[config.mk]
export PLATFORM = sky130hd
export DESIGN_NAME = stable_priority_queue
export DESIGN_NICKNAME = d
export VERILOG_FILES = /design/src/rtl/spq_pkg.sv /design/src/rtl/spq_ctrl.sv /design/src/rtl/spq_datapath.sv /design/src/rtl/stable_priority_queue.sv
export SDC_FILE = /design/constraint.sdc
export NUM_CORES = 1
export LEC_CHECK = 0
export BUFFER_PORTS_ARGS = -buffer_cell sky130_fd_sc_hd__buf_4
export CAP_MARGIN = 20
export CORE_MARGIN = 3
export CORE_UTILIZATION = 25
export DETAILED_ROUTE_END_ITERATION = 7
export SLEW_MARGIN = 20
export SYNTH_ARGS = -nofsm -noshare
export SYNTH_HDL_FRONTEND = slang
export SYNTH_SLANG_ARGS = --single-unit
[constraint.sdc]
create_clock -name clk -period 6.6 [get_ports clk]
set_input_delay 0.33 -clock clk [delete_from_list [all_inputs] [get_ports clk]]
set_output_delay 0.33 -clock clk [all_outputs]
set_load 0.05 [all_outputs]
[src/rtl/spq_pkg.sv]
// Shared constants and types for the stable priority queue.
package spq_pkg;

    localparam int DEPTH = 16;
    localparam int CNT_W = $clog2(DEPTH + 1);

    localparam logic [1:0] ST_INSERTED = 2'd0;
    localparam logic [1:0] ST_REMOVED  = 2'd1;
    localparam logic [1:0] ST_EMPTY    = 2'd2;
    localparam logic [1:0] ST_FULL     = 2'd3;

    localparam logic OP_INSERT = 1'b0;
    localparam logic OP_REMOVE = 1'b1;

    typedef enum logic {
        S_IDLE,
        S_EXEC
    } state_t;

    typedef struct packed {
        logic load;
        logic exec;
    } cmd_t;

    typedef struct packed {
        logic out_busy;
    } sts_t;

endpackage

[src/rtl/spq_ctrl.sv]
// Controller state machine: takes one word, then runs it through the datapath.
module spq_ctrl (
    input  logic          clk,
    input  logic          rst_n,
    input  logic          in_valid,
    output logic          in_stall,
    input  spq_pkg::sts_t sts,
    output spq_pkg::cmd_t cmd
);
    import spq_pkg::*;

    state_t state_reg;
    state_t state_next;

    always_ff @(posedge clk or negedge rst_n)
    begin
        if (!rst_n)
        begin
            state_reg <= S_IDLE;
        end
        else
        begin
            state_reg <= state_next;
        end
    end

    always_comb
    begin
        state_next = state_reg;
        cmd        = '0;
        in_stall   = 1'b1;
        case (state_reg)
            S_IDLE:
            begin
                in_stall = 1'b0;
                if (in_valid)
                begin
                    cmd.load   = 1'b1;
                    state_next = S_EXEC;
                end
            end
            S_EXEC:
            begin
                // wait while the previous result still sits unclaimed
                if (!sts.out_busy)
                begin
                    cmd.exec   = 1'b1;
                    state_next = S_IDLE;
                end
            end
            default:
            begin
                state_next = S_IDLE;
            end
        endcase
    end

endmodule

[src/rtl/spq_datapath.sv]
// Datapath: sorted slot array with per-slot compares, item and result registers.
module spq_datapath (
    input  logic          clk,
    input  logic          rst_n,
    input  spq_pkg::cmd_t cmd,
    output spq_pkg::sts_t sts,
    input  logic          opcode,
    input  logic [7:0]    priority_req,
    input  logic [15:0]   tag,
    output logic          out_valid,
    input  logic          out_stall,
    output logic [1:0]    status,
    output logic [7:0]    out_priority,
    output logic [15:0]   out_tag
);
    import spq_pkg::*;

    logic             op_reg;
    logic [7:0]       pr_reg;
    logic [15:0]      tag_reg;
    logic [CNT_W-1:0] count_reg;
    logic [CNT_W-1:0] count_next;
    logic [7:0]       slot_pr_reg  [DEPTH];
    logic [7:0]       slot_pr_next [DEPTH];
    logic [15:0]      slot_tag_reg [DEPTH];
    logic [15:0]      slot_tag_next[DEPTH];
    logic             ov_reg;
    logic             ov_next;
    logic [1:0]       status_reg;
    logic [1:0]       status_next;
    logic [7:0]       opr_reg;
    logic [7:0]       opr_next;
    logic [15:0]      otag_reg;
    logic [15:0]      otag_next;
    logic [DEPTH-1:0] le;
    logic             full;
    logic             empty;

    assign full  = (count_reg == CNT_W'(DEPTH));
    assign empty = (count_reg == '0);

    always_comb
    begin
        for (int i = 0; i < DEPTH; i++)
        begin
            le[i] = (CNT_W'(i) < count_reg) && (slot_pr_reg[i] <= pr_reg);
        end
    end

    always_comb
    begin
        count_next  = count_reg;
        ov_next     = ov_reg;
        status_next = status_reg;
        opr_next    = opr_reg;
        otag_next   = otag_reg;
        for (int i = 0; i < DEPTH; i++)
        begin
            slot_pr_next[i]  = slot_pr_reg[i];
            slot_tag_next[i] = slot_tag_reg[i];
        end
        if (ov_reg && !out_stall)
        begin
            ov_next = 1'b0;
        end
        if (cmd.exec)
        begin
            ov_next   = 1'b1;
            opr_next  = '0;
            otag_next = '0;
            if (op_reg == OP_INSERT)
            begin
                if (full)
                begin
                    status_next = ST_FULL;
                end
                else
                begin
                    status_next = ST_INSERTED;
                    count_next  = count_reg + 1'b1;
                    // new entry lands after the last slot with priority <= new
                    for (int i = 0; i < DEPTH; i++)
                    begin
                        if (!le[i])
                        begin
                            if (i == 0 || le[(i == 0) ? 0 : i - 1])
                            begin
                                slot_pr_next[i]  = pr_reg;
                                slot_tag_next[i] = tag_reg;
                            end
                            else
                            begin
                                slot_pr_next[i]  = slot_pr_reg[(i == 0) ? 0 : i - 1];
                                slot_tag_next[i] = slot_tag_reg[(i == 0) ? 0 : i - 1];
                            end
                        end
                    end
                end
            end
            else
            begin
                if (empty)
                begin
                    status_next = ST_EMPTY;
                end
                else
                begin
                    status_next = ST_REMOVED;
                    opr_next    = slot_pr_reg[0];
                    otag_next   = slot_tag_reg[0];
                    count_next  = count_reg - 1'b1;
                    for (int i = 0; i < DEPTH - 1; i++)
                    begin
                        slot_pr_next[i]  = slot_pr_reg[i + 1];
                        slot_tag_next[i] = slot_tag_reg[i + 1];
                    end
                end
            end
        end
    end

    always_ff @(posedge clk or negedge rst_n)
    begin
        if (!rst_n)
        begin
            count_reg <= '0;
            ov_reg    <= 1'b0;
        end
        else
        begin
            count_reg <= count_next;
            ov_reg    <= ov_next;
        end
    end

    always_ff @(posedge clk)
    begin
        if (cmd.load)
        begin
            op_reg  <= opcode;
            pr_reg  <= priority_req;
            tag_reg <= tag;
        end
        status_reg <= status_next;
        opr_reg    <= opr_next;
        otag_reg   <= otag_next;
        for (int i = 0; i < DEPTH; i++)
        begin
            slot_pr_reg[i]  <= slot_pr_next[i];
            slot_tag_reg[i] <= slot_tag_next[i];
        end
    end

    assign sts.out_busy = ov_reg && out_stall;
    assign out_valid    = ov_reg;
    assign status       = status_reg;
    assign out_priority = opr_reg;
    assign out_tag      = otag_reg;

endmodule

[src/rtl/stable_priority_queue.sv]
// Top level of the stable priority queue: controller plus datapath.
//
//  channel  handshake            word
//  in       in_valid / in_stall  opcode, priority_req, tag
//  out      out_valid / out_stall status, out_priority, out_tag
//
// Each word goes through two steps: a capture step, then the parallel
// compare-and-shift over all slots, which writes the result register.
// A new word is taken while the last result still waits; the shift step
// holds off only while the result register is full and stalled.
// Reset empties the queue at once; slot contents are never cleared.
module stable_priority_queue (
    input  logic        clk,
    input  logic        rst_n,
    input  logic        in_valid,
    output logic        in_stall,
    input  logic        opcode,
    input  logic [7:0]  priority_req,
    input  logic [15:0] tag,
    output logic        out_valid,
    input  logic        out_stall,
    output logic [1:0]  status,
    output logic [7:0]  out_priority,
    output logic [15:0] out_tag
);
    import spq_pkg::*;

    cmd_t cmd;
    sts_t sts;

    spq_ctrl u_ctrl (
        .clk      (clk),
        .rst_n    (rst_n),
        .in_valid (in_valid),
        .in_stall (in_stall),
        .sts      (sts),
        .cmd      (cmd)
    );

    spq_datapath u_datapath (
        .clk          (clk),
        .rst_n        (rst_n),
        .cmd          (cmd),
        .sts          (sts),
        .opcode       (opcode),
        .priority_req (priority_req),
        .tag          (tag),
        .out_valid    (out_valid),
        .out_stall    (out_stall),
        .status       (status),
        .out_priority (out_priority),
        .out_tag      (out_tag)
    );

endmodule

==> flow_summary.yaml, run 1 <==
yosys:
  synthArstFlopShare_pct: 1.584
  synth_top_cell_area_share_pct: 45.60
  synth_edf_count: 435
  synth_top_area_cell: "edfxtp_1"
  yosysWarnings: 0
  syn-cell-area_um2: 28640
  synth_nets: 2872
  synth-main-ff-cell: "edfxtp_1"
  post_synth.cell_area_avg_um2: 10.57
  yosysMostFrequentCell: "o211ai_1"
  ys_seq_area_share_pct: 46.21
  syn_inst: 2711
  synth.area.top_cells: "edfxtp_1, o211ai_1, a32oi_1, ha_1, nand3_1"
  synth-seq-cells: 442
  netlist_top_cells_count: "o211ai_1, edfxtp_1, nand3_1, a32oi_1, clkbuf_1"
  ys_types: 59
place:
  routabilityCongestion: 0.8411
  dp.cells: 4000
  dp_hpwl_um: 68230
  place_area_um2: 30140
  dp_slack_ns: 1.804
  portBuffers: 56
critical_path:
  crit_type: "flip-flop to flip-flop"
  r2r_start: "u_datapath.count_reg[1]$_DFFE_PN0P_"
  worstPathArrival_ns: 5.06
  worst_r2r_path_depth: 8
  path_max_fanout: 259
  start_kind: "flip-flop"
  cp-startpoint: "u_datapath.count_reg[1]$_DFFE_PN0P_"
  reg2reg_slack_ns: 1.98
  cp-end-kind: "flip-flop"
  cp.required_ns: 7.04
  rr_endpoint: "u_datapath.slot_tag_reg[1][73]$_DFFE_PP_"
hold_path:
  hp-class: "input port to async pin"
power_and_ir_drop:
  p_sw_mw: 7.839
  power_density_nw_per_um2: 525.5
  pwr-share-seq_pct: 38.6
  swShare_pct: 46.57
  pwr-share-comb_pct: 44.8
  vdd_drop_max_uv: 283.4
  internal-power_mw: 8.993
  p_leak_nw: 9.542
  p_clk_share_pct: 16.6
  finalPower_mw: 16.83
drt:
  drt_wl_total_um: 104100
  wl_met3_um: 8635
  wl_met2_um: 49300
  wl_met1_um: 41870
  maxUsedRoutingLayer: "met5"
  drtAntennaViolNets: 0
  route.detailed.wl_per_inst_um: 25.24
  dr.pass1.iters: 8
  routed_via_density: 6.182
  drc: 2
  vias: 25480
  drt-initial-drc-count: 3310
clock_network:
  cts-root-buf: "clkbuf_16"
  numCtsBuffers: 50
  clk_path_buf_depth: 3
  ctsHoldBuffers: 28
  cts.sinks: 442
  cts_tree: "built"
  post_cts_buffers: 0
  insertion_delay_ns: 0.61
  cts-resized-gates: 0
  clk_pin_slew_ns: 0.06
  htreeDepth: 2
cells_and_area:
  final_cells: 4122
  fin_area_um2: 32030
  drive_gt1_share_pct: 10.64
  finish.utilization_pct: 28.31
  final_nets: 2743
  largest_reg_flops: 256
  syn_to_final_growth_pct: 11.81
global_routing:
  grt_pass1_vias: 23310
  antenna_found_initial: 2
  grt_max_degree: 260
  grt_pass1_wl_um: 155900
  grt.total_usage_pct: 16.71
  grt-ovfl-total: 0
timing:
  finalHoldViolCount: 0
  tns_ns: 0
  timing.fmax_mhz: 216.5
  finalMaxSlewViolations: 0
  skew_ns: 0.01948
  setup_viol: 0
  worst_pin_slew_ns: 1.181
  hold-worst-slack_ns: 0.09903
  max_slew_margin_pct: 21.18
  period_share_pct: 69.99
  setup_ws_ns: 1.980
  fin_crit_ns: 4.620
  rsz0062_at_grt: "false"
outcome:
  outcome: "complete, but fails checks"
  violations: "design-rule violations"
floorplan:
  start_util_pct: 25.32
  core_area_um2: 113100
  rows: 123
  dieArea_um2: 118700
  io_pins: 57
  die_height_um: 344.5
  die_w_um: 344.5
flow_run:
  cap_violations: 0
[layout by cell type, fill, tap and decap left out, types with 13 or more instances in the layout]
cell / Yosys / layout
o211ai_1: 589 / 589
edfxtp_1: 435 / 435
nand3_1: 277 / 277
a32oi_1: 264 / 264
buf_4: 12 / 149
nand2_1: 136 / 136
ha_1: 132 / 132
nand4_1: 80 / 80
clkbuf_16: 0 / 50
a22oi_1: 48 / 48
a21oi_1: 49 / 42
and2_1: 28 / 28
dlygate4sd3_1: 0 / 28
inv_1: 27 / 27
nor4_1: 24 / 24
a311o_1: 24 / 24
nor2_1: 23 / 23
a32o_1: 21 / 21
a21o_1: 17 / 17
nor2b_1: 18 / 17
o22ai_1: 17 / 17
a22o_1: 16 / 16
o21ai_0: 13 / 13
[worst max path at each step]
stage / slack (ns) / cells past startpoint / to
2_1_floorplan: 1.65 / 3 / u_datapath.slot_pr_reg[1][0]$_DFFE_PP_
3_3_place_gp: 1.92 / 7 / u_datapath.slot_tag_reg[0][7]$_DFFE_PP_
3_5_place_dp: 1.80 / 8 / u_datapath.slot_tag_reg[0][7]$_DFFE_PP_
4_1_cts: 1.79 / 8 / u_datapath.slot_pr_reg[0][5]$_DFFE_PP_
5_1_grt: 1.64 / 8 / u_datapath.slot_tag_reg[1][73]$_DFFE_PP_
6_report: 1.98 / 8 / u_datapath.slot_tag_reg[1][73]$_DFFE_PP_
[critical path, cell delays in order, from the launching register on]
cell	delay, ns
dfrtp_1	0.67
inv_1	0.26
ha_1	0.33
a31oi_4	0.20
buf_12	0.65
buf_12	0.72
buf_4	0.93
nand3_1	0.18
o211ai_1	0.22
[logic make-up after synthesis]
group | Yosys count | share of synthesized area [%]
AOI/OAI and AO/OA | 1122 | 30.83
xor gates and xnor gates | 5 | 0.1529
adders and majority gates | 132 | 5.766
buffers and inverters | 391 | 6.028
DFF | 442 | 46.21
muxes | 2 | 0.07425
and+or+nand+nor | 617 | 10.93
[power by group through the flow]
stage	combinational, mW	sequential (mW)	clock [mW]
floorplan	5.44	5.81	0
global placement	7.26	6.50	0
detailed placement	7.38	6.49	0
CTS	7.42	6.44	2.84
global route	8.23	6.54	2.93
finish	7.53	6.50	2.79
[layer usage]
| layer | vias to the layer above | GRT usage (%) |
|---|---|---|
| li1 | 11140 | - |
| met1 | 12710 | 22.37 |
| met2 | 1386 | 27.01 |
| met3 | 247 | 2.495 |
| met4 | 2 | 6.745 |
| met5 | - | 0 |
[cell type report]
cell class	count	area, um^2
Clock buffer	58	1281
Multi-Input combinational cell	1878	13760
Tap cell	1500	1877
Fill cell	11660	81090
Clock inverter	33	280.3
Timing Repair Buffer	181	1481
Sequential cell	442	13240
Antenna cell	1	2.502
Inverter	29	108.9
Power figures use the tool's default switching activity.
==> run 2, diff against run 1 <==
Clock period 6.6 ns to 3.8 ns, I/O delays scaled along.
==> run 2 against run 1 <==
- the run now ends clean
- clock power is 70% higher
- critical path type unchanged
- critical path depth down 1
- register-to-register slack worse by 1.4 ns
- utilization grew 0.19 points
==> flow_summary.yaml, run 2 (same netlist as run 1, synthesis figures left out) <==
critical_path:
  worstPathArrival_ns: 3.70
  cp.required_ns: 4.24
  cp-startpoint: "u_datapath.count_reg[1]$_DFFE_PN0P_"
  cp-end-kind: "flip-flop"
  crit_type: "flip-flop to flip-flop"
  start_kind: "flip-flop"
  r2r_start: "u_datapath.count_reg[1]$_DFFE_PN0P_"
  path_max_fanout: 150
power_and_ir_drop:
  power_density_nw_per_um2: 893.1
  finalPower_mw: 28.80
  vdd_drop_max_uv: 406.4
  p_leak_nw: 9.692
cells_and_area:
  layout_common_cells: "o211ai_1, edfxtp_1, nand3_1"
  largest_reg_flops: 256
  drive_gt1_share_pct: 11.10
  multi_input_area_um2: 13760
  syn_to_final_growth_pct: 12.58
  final_nets: 2772
  mostFrequentLayoutCell: "o211ai_1"
  fin_area_um2: 32250
  fillers: 11540
  final_cells: 4150
  seqCellArea_um2: 13240
drt:
  routed_via_density: 5.924
  drt-initial-drc-count: 2811
  drt_wl_total_um: 93150
  route.detailed.wl_per_inst_um: 22.45
  dr.pass1.iters: 6
  wl_met1_um: 39640
  vias: 24580
  wl_met2_um: 46060
  wl_met3_um: 4652
  drc: 0
  drtAntennaViolNets: 0
  maxUsedRoutingLayer: "met4"
global_routing:
  grt.total_usage_pct: 15.21
  grt-ovfl-total: 0
  grt_pass1_vias: 23860
  grt_max_degree: 151
  antenna_found_initial: 1
  grt_pass1_wl_um: 146600
clock_network:
  clk_path_buf_depth: 3
  numCtsBuffers: 50
  ctsHoldBuffers: 29
  cts_tree: "built"
  cts-resized-gates: 0
  post_cts_buffers: 0
  insertion_delay_ns: 0.62
  htreeDepth: 2
  cts-root-buf: "clkbuf_16"
  cts.sinks: 442
  clk_pin_slew_ns: 0.06
floorplan:
  dieArea_um2: 118700
  die_height_um: 344.5
  io_pins: 57
  start_util_pct: 25.32
  die_w_um: 344.5
  rows: 123
  core_area_um2: 113100
hold_path:
  hp-class: "input port to flip-flop"
  worstHoldStart: "tag[3]"
timing:
  setup_ws_ns: 0.5458
  fin_crit_ns: 3.254
  finalHoldViolCount: 0
  period_share_pct: 85.64
  timing.fmax_mhz: 307.3
  tns_ns: 0
  rsz0062_at_grt: "false"
  setup_viol: 0
  max_slew_margin_pct: 29.36
  finalMaxSlewViolations: 0
  worst_pin_slew_ns: 1.057
  skew_ns: 0.02396
place:
  routabilityCongestion: 0.8105
  dp.cells: 4030
  dp_hpwl_um: 62700
  place_area_um2: 30420
  portBuffers: 56
  dp_slack_ns: 0.5756
flow_run:
  cap_violations: 0
outcome:
  outcome: "completed"
run 2: changes by cell type in the layout (fill, tap and decap cells not counted), moves of 2 or more:
cell / previous run / this run
buf_4: 149 / 174
buf_12: 2 / 7
clkbuf_1: 8 / 13
o31a_1: 8 / 13
o31a_2: 5 / 0
clkinvlp_4: 3 / 0
inv_6: 2 / 0
nor2_2: 5 / 3
nor2_4: 1 / 3
run 2: metal layers:
metal / vias to the layer above / track usage, %
li1: 11180 / -
met1: 12290 / 20.46
met2: 928 / 25.54
met3: 182 / 1.449
met4: 0 / 5.119
met5: - / 0
run 2: where the power goes:
group | internal (mW) | switching [mW]
clock | 2.62 | 2.13
combinational | 4.51 | 8.78
sequential | 8.58 | 2.17
total | 15.7 | 13.1
run 2: path summary, 6_finish.rpt:
kind | end | slack [ns] | cells past startpoint
min in group asynchronous | u_datapath.count_reg[4]$_DFFE_PN0P_ | 0.58 | 3
worst max-delay path | u_datapath.slot_tag_reg[0][16]$_DFFE_PP_ | 0.55 | 7
worst min-delay path | u_datapath.tag_reg[3]$_DFFE_PP_ | 0.29 | 2
max in group asynchronous | u_datapath.count_reg[0]$_DFFE_PN0P_ | 2.97 | 3
worst max register to register | u_datapath.slot_tag_reg[0][16]$_DFFE_PP_ | 0.55 | 7
worst min register to register | u_datapath.slot_tag_reg[1][107]$_DFFE_PP_ | 0.55 | 2
run 2: critical path: stages (launching register included):
cell and delay [ns]:
dfrtp_1 0.68, inv_1 0.26, ha_1 0.33, a31oi_4 0.22, buf_12 0.53, buf_4 0.59
nand3_1 0.14, o211ai_1 0.19
run 2: layout make-up:
type / count / share of cell area, %
clock inverter: 27 / 0.6868
antenna: 1 / 0.007760
inverter: 29 / 0.3376
timing repair buffer: 210 / 5.385
multi-input combinational: 1878 / 42.68
clock buffer: 63 / 4.031
sequential: 442 / 41.05
tap: 1500 / 5.820
run 2: per-stage QoR:
step	util, %	hold WS (ns)
finish	28.51	0.2858
global route	28.51	0.2746
CTS	28.49	0.2541
detailed placement	26.89	0.01191
global placement	26.89	0.01202
floorplan	-	-0.1056
